<file path="config.mk">
export PLATFORM = sky130hd
export DESIGN_NAME = rc_control_frame_builder_core
export DESIGN_NICKNAME = d
export VERILOG_FILES = /design/src/hw/rtl/rcfb_pkg.sv /design/src/hw/rtl/rcfb_front.sv /design/src/hw/rtl/rcfb_queue.sv /design/src/hw/rtl/rcfb_back.sv /design/src/hw/rtl/rc_control_frame_builder_core.sv
export SDC_FILE = /design/constraint.sdc
export NUM_CORES = 2
export LEC_CHECK = 0
export BUFFER_PORTS_ARGS = -buffer_cell sky130_fd_sc_hd__buf_2
export CORE_ASPECT_RATIO = 0.75
export CORE_MARGIN = 10
export CORE_UTILIZATION = 65
export DETAILED_ROUTE_END_ITERATION = 10
export GPL_TIMING_DRIVEN = 0
export HOLD_SLACK_MARGIN = 0.03
export PLACE_DENSITY_LB_ADDON = 0.3
export SETUP_SLACK_MARGIN = 0.15
export SLEW_MARGIN = 20
export SYNTH_ARGS = -nofsm -noshare
export SYNTH_HDL_FRONTEND = slang
export SYNTH_SLANG_ARGS = --single-unit
</file>
<file path="constraint.sdc">
create_clock -name aclk -period 8.1 [get_ports aclk]
set_input_delay 1.215 -clock aclk [delete_from_list [all_inputs] [get_ports aclk]]
set_output_delay 1.215 -clock aclk [all_outputs]
set_load 0.05 [all_outputs]
</file>
<file path="src/hw/rtl/rcfb_pkg.sv">
// Shared types, constants and the CRC-8 byte update for the RC control frame builder.
// No dependencies; every other file refers to it by scoped names.
package rcfb_pkg;

    // Frame layout
    localparam int unsigned FRAME_LEN   = 12;
    localparam int unsigned NUM_CH      = 4;
    localparam logic [7:0]  SYNC_BYTE   = 8'hA5;
    localparam logic [7:0]  FLAGS_BYTE  = 8'h00;
    localparam logic [7:0]  CRC_POLY    = 8'h8C;

    // Byte positions within the frame
    localparam logic [3:0]  BYTE_SYNC   = 4'd0;
    localparam logic [3:0]  BYTE_SEQ    = 4'd1;
    localparam logic [3:0]  BYTE_FLAGS  = 4'd2;
    localparam logic [3:0]  BYTE_CH0    = 4'd3;
    localparam logic [3:0]  BYTE_CRC    = 4'd11;

    // Pulse width limits and channel scaling
    localparam logic signed [15:0] US_MIN = 16'sd1000;
    localparam logic signed [15:0] US_MAX = 16'sd2000;
    localparam logic [9:0]  OFF_SPAN    = 10'd1000;
    // 2047 = 2*1000 + 47, so only off*47 needs a divide by 1000
    localparam logic [5:0]  SCALE_REM   = 6'd47;
    // floor(x/1000) = (x * 67109) >> 26, exact for x below 490000
    localparam logic [16:0] RECIP_1000  = 17'd67109;
    localparam int unsigned RECIP_SHIFT = 26;

    // Queue depth between front and back
    localparam int unsigned QUEUE_DEPTH = 2;

    typedef struct packed {
        logic signed [15:0] roll_us;
        logic signed [15:0] pitch_us;
        logic signed [15:0] yaw_us;
        logic signed [15:0] throttle_us;
    } in_item_t;

    typedef struct packed {
        logic [7:0] frame_byte;
        logic [3:0] byte_index;
        logic       last_byte;
    } out_item_t;

    // One classified frame: sequence count and the four scaled channels
    typedef struct packed {
        logic [7:0]             seq;
        logic [3:0][10:0]       ch;
    } frame_desc_t;

    // Reflected CRC-8 update with one byte, LSB first
    function automatic logic [7:0] crc8_update(input logic [7:0] crc_in,
                                               input logic [7:0] data);
        logic [7:0] crc;
        logic [7:0] b;
        logic       fb;
        crc = crc_in;
        b   = data;
        for (int i = 0; i < 8; i++) begin
            fb  = crc[0] ^ b[0];
            crc = crc >> 1;
            if (fb) begin
                crc = crc ^ CRC_POLY;
            end
            b = b >> 1;
        end
        return crc;
    endfunction

endpackage

</file>
<file path="src/hw/rtl/rcfb_front.sv">
// Front end: accepts stick words, clamps and scales them in two stages, tags the sequence count.
// Depends on rcfb_pkg.
module rcfb_front (
    input  logic                 aclk,
    input  logic                 aresetn,
    input  logic                 s_valid,
    output logic                 s_ready,
    input  rcfb_pkg::in_item_t   s_payload,
    output logic                 push_valid,
    input  logic                 push_ready,
    output rcfb_pkg::frame_desc_t push_desc
);

    logic                 s1_valid_reg, s1_valid_next;
    logic [3:0][9:0]      s1_off_reg,   s1_off_next;
    logic [3:0][15:0]     s1_prod_reg,  s1_prod_next;
    logic [7:0]           s1_seq_reg,   s1_seq_next;
    logic                 s2_valid_reg, s2_valid_next;
    rcfb_pkg::frame_desc_t s2_desc_reg, s2_desc_next;
    logic [7:0]           seq_reg,      seq_next;

    logic                 s1_ready;
    logic                 s2_ready;
    logic signed [15:0]   us_lane [4];
    logic signed [15:0]   us_diff [4];
    logic [32:0]          quot_full [4];

    assign s2_ready   = !s2_valid_reg || push_ready;
    assign s1_ready   = !s1_valid_reg || s2_ready;
    assign s_ready    = s1_ready;
    assign push_valid = s2_valid_reg;
    assign push_desc  = s2_desc_reg;

    // Lane order matches the frame: roll, pitch, yaw, throttle
    assign us_lane[0] = s_payload.roll_us;
    assign us_lane[1] = s_payload.pitch_us;
    assign us_lane[2] = s_payload.yaw_us;
    assign us_lane[3] = s_payload.throttle_us;

    // Stage 1: clamp to the pulse range and form off*47
    always_comb begin
        s1_valid_next = s1_valid_reg;
        s1_off_next   = s1_off_reg;
        s1_prod_next  = s1_prod_reg;
        s1_seq_next   = s1_seq_reg;
        seq_next      = seq_reg;
        for (int c = 0; c < 4; c++) begin
            us_diff[c] = us_lane[c] - rcfb_pkg::US_MIN;
        end
        if (s1_ready) begin
            s1_valid_next = s_valid;
            if (s_valid) begin
                s1_seq_next = seq_reg;
                seq_next    = seq_reg + 8'd1;
                for (int c = 0; c < 4; c++) begin
                    if (us_lane[c] < rcfb_pkg::US_MIN) begin
                        s1_off_next[c] = 10'd0;
                    end else if (us_lane[c] > rcfb_pkg::US_MAX) begin
                        s1_off_next[c] = rcfb_pkg::OFF_SPAN;
                    end else begin
                        s1_off_next[c] = us_diff[c][9:0];
                    end
                    s1_prod_next[c] = {6'd0, s1_off_next[c]} * {10'd0, rcfb_pkg::SCALE_REM};
                end
            end
        end
    end

    // Stage 2: divide the remainder term by 1000 and add twice the offset
    always_comb begin
        s2_valid_next = s2_valid_reg;
        s2_desc_next  = s2_desc_reg;
        for (int c = 0; c < 4; c++) begin
            quot_full[c] = {17'd0, s1_prod_reg[c]} * {16'd0, rcfb_pkg::RECIP_1000};
        end
        if (s2_ready) begin
            s2_valid_next = s1_valid_reg;
            if (s1_valid_reg) begin
                s2_desc_next.seq = s1_seq_reg;
                for (int c = 0; c < 4; c++) begin
                    s2_desc_next.ch[c] = {s1_off_reg[c], 1'b0}
                                       + 11'(quot_full[c] >> rcfb_pkg::RECIP_SHIFT);
                end
            end
        end
    end

    always_ff @(posedge aclk) begin
        if (!aresetn) begin
            s1_valid_reg <= 1'b0;
            s2_valid_reg <= 1'b0;
            seq_reg      <= 8'd0;
        end else begin
            s1_valid_reg <= s1_valid_next;
            s2_valid_reg <= s2_valid_next;
            seq_reg      <= seq_next;
        end
    end

    always_ff @(posedge aclk) begin
        s1_off_reg  <= s1_off_next;
        s1_prod_reg <= s1_prod_next;
        s1_seq_reg  <= s1_seq_next;
        s2_desc_reg <= s2_desc_next;
    end

endmodule

</file>
<file path="src/hw/rtl/rcfb_queue.sv">
// Short FIFO of frame descriptors between the front end and the serializer.
// Depends on rcfb_pkg.
module rcfb_queue #(
    parameter int unsigned DEPTH = rcfb_pkg::QUEUE_DEPTH
) (
    input  logic                  aclk,
    input  logic                  aresetn,
    input  logic                  push_valid,
    output logic                  push_ready,
    input  rcfb_pkg::frame_desc_t push_desc,
    output logic                  pop_valid,
    input  logic                  pop_ready,
    output rcfb_pkg::frame_desc_t pop_desc
);

    localparam int unsigned PTR_W = $clog2(DEPTH);
    localparam int unsigned CNT_W = $clog2(DEPTH + 1);
    localparam logic [PTR_W-1:0] PTR_LAST = PTR_W'(DEPTH - 1);
    localparam logic [CNT_W-1:0] CNT_FULL = CNT_W'(DEPTH);

    rcfb_pkg::frame_desc_t entry_reg [DEPTH];
    logic [PTR_W-1:0]      wr_ptr_reg, wr_ptr_next;
    logic [PTR_W-1:0]      rd_ptr_reg, rd_ptr_next;
    logic [CNT_W-1:0]      count_reg,  count_next;
    logic                  do_push, do_pop;

    assign push_ready = (count_reg != CNT_FULL);
    assign pop_valid  = (count_reg != '0);
    assign pop_desc   = entry_reg[rd_ptr_reg];
    assign do_push    = push_valid && push_ready;
    assign do_pop     = pop_valid && pop_ready;

    // Advance pointers with explicit wrap and track the fill level
    always_comb begin
        wr_ptr_next = wr_ptr_reg;
        rd_ptr_next = rd_ptr_reg;
        count_next  = count_reg;
        if (do_push) begin
            wr_ptr_next = (wr_ptr_reg == PTR_LAST) ? '0 : wr_ptr_reg + 1'b1;
        end
        if (do_pop) begin
            rd_ptr_next = (rd_ptr_reg == PTR_LAST) ? '0 : rd_ptr_reg + 1'b1;
        end
        if (do_push && !do_pop) begin
            count_next = count_reg + 1'b1;
        end else if (do_pop && !do_push) begin
            count_next = count_reg - 1'b1;
        end
    end

    always_ff @(posedge aclk) begin
        if (!aresetn) begin
            wr_ptr_reg <= '0;
            rd_ptr_reg <= '0;
            count_reg  <= '0;
        end else begin
            wr_ptr_reg <= wr_ptr_next;
            rd_ptr_reg <= rd_ptr_next;
            count_reg  <= count_next;
        end
    end

    always_ff @(posedge aclk) begin
        if (do_push) begin
            entry_reg[wr_ptr_reg] <= push_desc;
        end
    end

endmodule

</file>
<file path="src/hw/rtl/rcfb_back.sv">
// Serializer: walks one descriptor out as 12 bytes, building the CRC-8 as bytes leave.
// Depends on rcfb_pkg.
module rcfb_back (
    input  logic                  aclk,
    input  logic                  aresetn,
    input  logic                  pop_valid,
    output logic                  pop_ready,
    input  rcfb_pkg::frame_desc_t pop_desc,
    output logic                  m_valid,
    input  logic                  m_ready,
    output rcfb_pkg::out_item_t   m_payload
);

    logic                  busy_reg,    busy_next;
    logic [3:0]            idx_reg,     idx_next;
    rcfb_pkg::frame_desc_t desc_reg,    desc_next;
    logic [7:0]            crc_reg,     crc_next;
    logic                  m_valid_reg, m_valid_next;
    rcfb_pkg::out_item_t   m_payload_reg, m_payload_next;

    logic       advance;
    logic       at_last;
    logic [3:0] lane;
    logic [15:0] ch_word;
    logic [7:0] byte_val;
    logic [7:0] crc_base;

    assign m_valid   = m_valid_reg;
    assign m_payload = m_payload_reg;

    assign advance   = busy_reg && (!m_valid_reg || m_ready);
    assign at_last   = (idx_reg == rcfb_pkg::BYTE_CRC);
    assign pop_ready = !busy_reg || (advance && at_last);

    // Select the byte for the current position
    always_comb begin
        lane    = idx_reg - rcfb_pkg::BYTE_CH0;
        ch_word = {5'd0, desc_reg.ch[lane[2:1]]};
        unique case (idx_reg)
            rcfb_pkg::BYTE_SYNC:  byte_val = rcfb_pkg::SYNC_BYTE;
            rcfb_pkg::BYTE_SEQ:   byte_val = desc_reg.seq;
            rcfb_pkg::BYTE_FLAGS: byte_val = rcfb_pkg::FLAGS_BYTE;
            rcfb_pkg::BYTE_CRC:   byte_val = crc_reg;
            default:              byte_val = lane[0] ? ch_word[7:0] : ch_word[15:8];
        endcase
        crc_base = (idx_reg == rcfb_pkg::BYTE_SYNC) ? 8'd0 : crc_reg;
    end

    // Emit a byte, drop the output when taken, load the next descriptor
    always_comb begin
        busy_next      = busy_reg;
        idx_next       = idx_reg;
        desc_next      = desc_reg;
        crc_next       = crc_reg;
        m_valid_next   = m_valid_reg;
        m_payload_next = m_payload_reg;
        if (advance) begin
            m_valid_next              = 1'b1;
            m_payload_next.frame_byte = byte_val;
            m_payload_next.byte_index = idx_reg;
            m_payload_next.last_byte  = at_last;
            idx_next                  = idx_reg + 4'd1;
            crc_next                  = rcfb_pkg::crc8_update(crc_base, byte_val);
            if (at_last) begin
                busy_next = 1'b0;
            end
        end else if (m_ready) begin
            m_valid_next = 1'b0;
        end
        if (pop_valid && pop_ready) begin
            desc_next = pop_desc;
            busy_next = 1'b1;
            idx_next  = rcfb_pkg::BYTE_SYNC;
        end
    end

    always_ff @(posedge aclk) begin
        if (!aresetn) begin
            busy_reg    <= 1'b0;
            idx_reg     <= rcfb_pkg::BYTE_SYNC;
            m_valid_reg <= 1'b0;
        end else begin
            busy_reg    <= busy_next;
            idx_reg     <= idx_next;
            m_valid_reg <= m_valid_next;
        end
    end

    always_ff @(posedge aclk) begin
        desc_reg      <= desc_next;
        crc_reg       <= crc_next;
        m_payload_reg <= m_payload_next;
    end

endmodule

</file>
<file path="src/hw/rtl/rc_control_frame_builder_core.sv">
// Top level of the RC control frame builder: front end, descriptor queue, serializer.
// Depends on rcfb_pkg, rcfb_front, rcfb_queue and rcfb_back.
//
// Usage:
//   s_* channel takes one word of four stick pulse widths (signed microseconds).
//   Each width is clamped to 1000..2000 and scaled to an 11-bit channel.
//   m_* channel returns the 12-byte frame one byte per word: sync 0xA5,
//   sequence count, flags 0x00, roll/pitch/yaw/throttle big-endian, CRC-8.
//   last_byte marks the CRC byte at index 11.
// Throughput: set by the serializer sending one byte per cycle while m_ready
//   stays high; the front end accepts new words while a frame goes out,
//   until the descriptor queue (QUEUE_DEPTH entries) and its two stages fill.
// Reset: aresetn synchronous, active low; clears all valid flags and the
//   sequence count to zero.
// Stall: with m_ready low the output byte holds; the serializer and then the
//   queue and front end fill and s_ready drops.
module rc_control_frame_builder_core #(
    parameter int unsigned QUEUE_DEPTH = rcfb_pkg::QUEUE_DEPTH
) (
    input  logic                aclk,
    input  logic                aresetn,
    input  logic                s_valid,
    output logic                s_ready,
    input  rcfb_pkg::in_item_t  s_payload,
    output logic                m_valid,
    input  logic                m_ready,
    output rcfb_pkg::out_item_t m_payload
);

    logic                  push_valid, push_ready;
    rcfb_pkg::frame_desc_t push_desc;
    logic                  pop_valid,  pop_ready;
    rcfb_pkg::frame_desc_t pop_desc;

    rcfb_front u_front (
        .aclk       (aclk),
        .aresetn    (aresetn),
        .s_valid    (s_valid),
        .s_ready    (s_ready),
        .s_payload  (s_payload),
        .push_valid (push_valid),
        .push_ready (push_ready),
        .push_desc  (push_desc)
    );

    rcfb_queue #(
        .DEPTH (QUEUE_DEPTH)
    ) u_queue (
        .aclk       (aclk),
        .aresetn    (aresetn),
        .push_valid (push_valid),
        .push_ready (push_ready),
        .push_desc  (push_desc),
        .pop_valid  (pop_valid),
        .pop_ready  (pop_ready),
        .pop_desc   (pop_desc)
    );

    rcfb_back u_back (
        .aclk      (aclk),
        .aresetn   (aresetn),
        .pop_valid (pop_valid),
        .pop_ready (pop_ready),
        .pop_desc  (pop_desc),
        .m_valid   (m_valid),
        .m_ready   (m_ready),
        .m_payload (m_payload)
    );

endmodule

</file>
==> out/qor.csv <==
stage,metric,value,unit
clock_tree,cts_setup_buffers,0,
layout,nNetsFinal,3789,
floorplanning,die_w,276,um
layout,fillCellCount,3404,
route,wire_per_inst,16.7,um
clock_tree,clockRootBuffer,clkbuf_16,
global_routing,overflow,0,
synth,synthDistinctLibCells,62,
synth,synthTopCellsByArea,"edfxtp_1, ha_1, fa_1",
setup_path,crit_fanout,6,
place,dpl.hpwl,47400,um
clock_tree,cts_tree,yes,
synth,ys_dominant_reg_cell,edfxtp_1,
setup_path,critPathCaptureType,register,
clock_tree,cts.path.max_buffers,3,
setup_path,cp.arrival,7.16,ns
route,drt_iter0_drc,1093,
floorplanning,core,48600,sq um
clock_tree,ctsResizeCount,0,
global_routing,grt_max_degree,54,
route,wl_met2,28100,um
synth,async_flop_share,0,%
synth,syn-cell-area,31900,sq um
run,drv_cap,0,
layout,diodes,0,
timing,finClkSkew,0.0206,ns
synth,synth.most_common_cell,ha_1,
floorplanning,die-area,58400,sq um
synth,yosysSeqAreaShare,33.0,%
synth,yosys_warnings,0,
route,drt-total-wl,57900,um
layout,post-route-cell-area,34400,sq um
synth,synth_edf_count,337,
route,drtPass1Iterations,5,
layout,largest_reg_flops,104,
setup_path,critPathKind,reg2reg,
place,gp_congestion,0.873,
clock_tree,insertion_delay,0.54,ns
floorplanning,rows,70,
synth,syn_area_per_cell,12.0,sq um
timing,relSlewSlack,44.8,%
route,routed.top_layer,met5,
timing,min_period,6.87,ns
layout,stdcell_count,3461,
timing,hold_viol,0,
global_routing,grt_pass1_wl,98500,um
route,vias_per_cell,5.57,
synth,yosysTopAreaCell,edfxtp_1,
route,ant_nets,0,
timing,slew_viol_final,0,
clock_tree,clk_pin_slew,0.07,ns
route,wl_met3,2010,um
synth,postSynthCellCount,2662,
clock_tree,htree_num_levels,2,
setup_path,slowest_stage,edfxtp_1,
status,status,"finished, final reports clean",
clock_tree,clock-sinks,357,
layout,post_route_cells_drive_above_1_share,7.68,%
layout,areaGrowthSynthToFinish,7.80,%
place,dp.cells,3398,
setup_path,crit_top_cell,fa_1,
place,placed_area,33300,sq um
route,drc,0,
floorplanning,die_h,212,um
synth,synthTopCellsByCount,"ha_1, inv_1, edfxtp_1",
synth,syn_nets,3664,
floorplanning,start_util,65.6,%
timing,rsz0062_at_grt,false,
timing,max_slew.worst_pin.slew,0.827,ns
synth,netlist.area_leader.share,31.8,%
timing,period_share,84.9,%
setup_path,slowest_delay,0.54,ns
global_routing,antenna_found_initial,1,
floorplanning,ioPinCount,83,
timing,max_freq,0.145,GHz
layout,fin_util,70.7,%
synth,ys_ff_latch,357,
global_routing,grt_util_all_layers,20.6,%
route,met1_length,27100,um
setup_path,cp.required,8.38,ns
timing,tns,0,ns
global_routing,grt_pass1_vias,20544,
clock_tree,hold_buffers,0,
min_path,hp-class,reg2reg,
timing,setup_viol,0,
place,numPortBuffers,82,
clock_tree,cts_buffers,35,
setup_path,critPathLaunchType,register,
route,vias,19280,
layout make-up:
type                       instances  area [sq um]  area share [%]
multi-input combinational       1794         19400            56.6
sequential                       357         10500            30.6
inverter                         498          1870            5.44
clock buffer                      45           933            2.72
tap                              648           811            2.36
timing repair buffer              88           553            1.61
clock inverter                    18           164           0.477
buffer                            13          66.3           0.193
cell usage in the layout, fill, tap and decap left out, types with 30 or more instances in the layout:
master	synthesis	final
xnor2_1	96	96
edfxtp_1	337	337
nand2_1	117	117
o21ai_0	33	33
fa_1	252	252
clkbuf_16	0	35
a21oi_1	88	88
mux2_2	52	52
nor2_1	72	71
ha_1	682	682
xor2_1	55	55
inv_1	497	496
buf_2	1	83
nor2b_1	31	30
a21o_1	41	41
worst paths after layout:
| path | from | end | slack [ns] | depth (start not counted) |
|---|---|---|---|---|
| worst max register to register | u_front.s1_prod_reg[45]$_DFFE_PP_ | u_front.push_desc[31]$_DFFE_PP_ | 1.23 | 25 |
| worst min register to register | u_front.s1_seq_reg[0]$_DFFE_PP_ | u_front.push_desc[44]$_DFFE_PP_ | 0.42 | 0 |
| worst min-delay path | u_front.s1_seq_reg[0]$_DFFE_PP_ | u_front.push_desc[44]$_DFFE_PP_ | 0.42 | 0 |
| worst max-delay path | u_front.s1_prod_reg[45]$_DFFE_PP_ | u_front.push_desc[31]$_DFFE_PP_ | 1.23 | 25 |
stage by stage:
stage | setup WS [ns] | hold slack (ns)
2_1_floorplan | 1.90 | 0.400
3_3_place_gp | 1.18 | 0.404
6_report | 1.23 | 0.422
5_1_grt | 0.850 | 0.426
4_1_cts | 1.22 | 0.421
3_5_place_dp | 1.25 | 0.406
critical path, delay by kind of cell (launching register included):
| family | cells | cell delay [ns] |
|---|---|---|
| and+or+nand+nor | 3 | 0.32 |
| DFF | 1 | 0.54 |
| AOI/OAI and AO/OA | 9 | 1.85 |
| adders and majority gates | 9 | 3.46 |
| buffers and inverters | 2 | 0.12 |
| xor gates and xnor gates | 2 | 0.31 |
metal layers:
layer  track usage [%]  vias up
li1                  -     9434
met1              28.3     9518
met2              34.7      257
met3              2.86       69
met4              3.71        2
met5             0.350        -
cell families after synthesis:
kind of cell | Yosys count | synth area share, %
adder cells (fa/ha/maj) | 934 | 42.6
buffers and inverters | 511 | 6.06
AND/OR/NAND/NOR | 374 | 5.77
flip-flops | 357 | 33.0
AO/OA/AOI/OAI | 267 | 5.45
XOR/XNOR | 152 | 4.22
multiplexers | 67 | 2.87
Power is not shown: default switching activity piles up to over one toggle a cycle in this logic, so the estimate is an artifact.
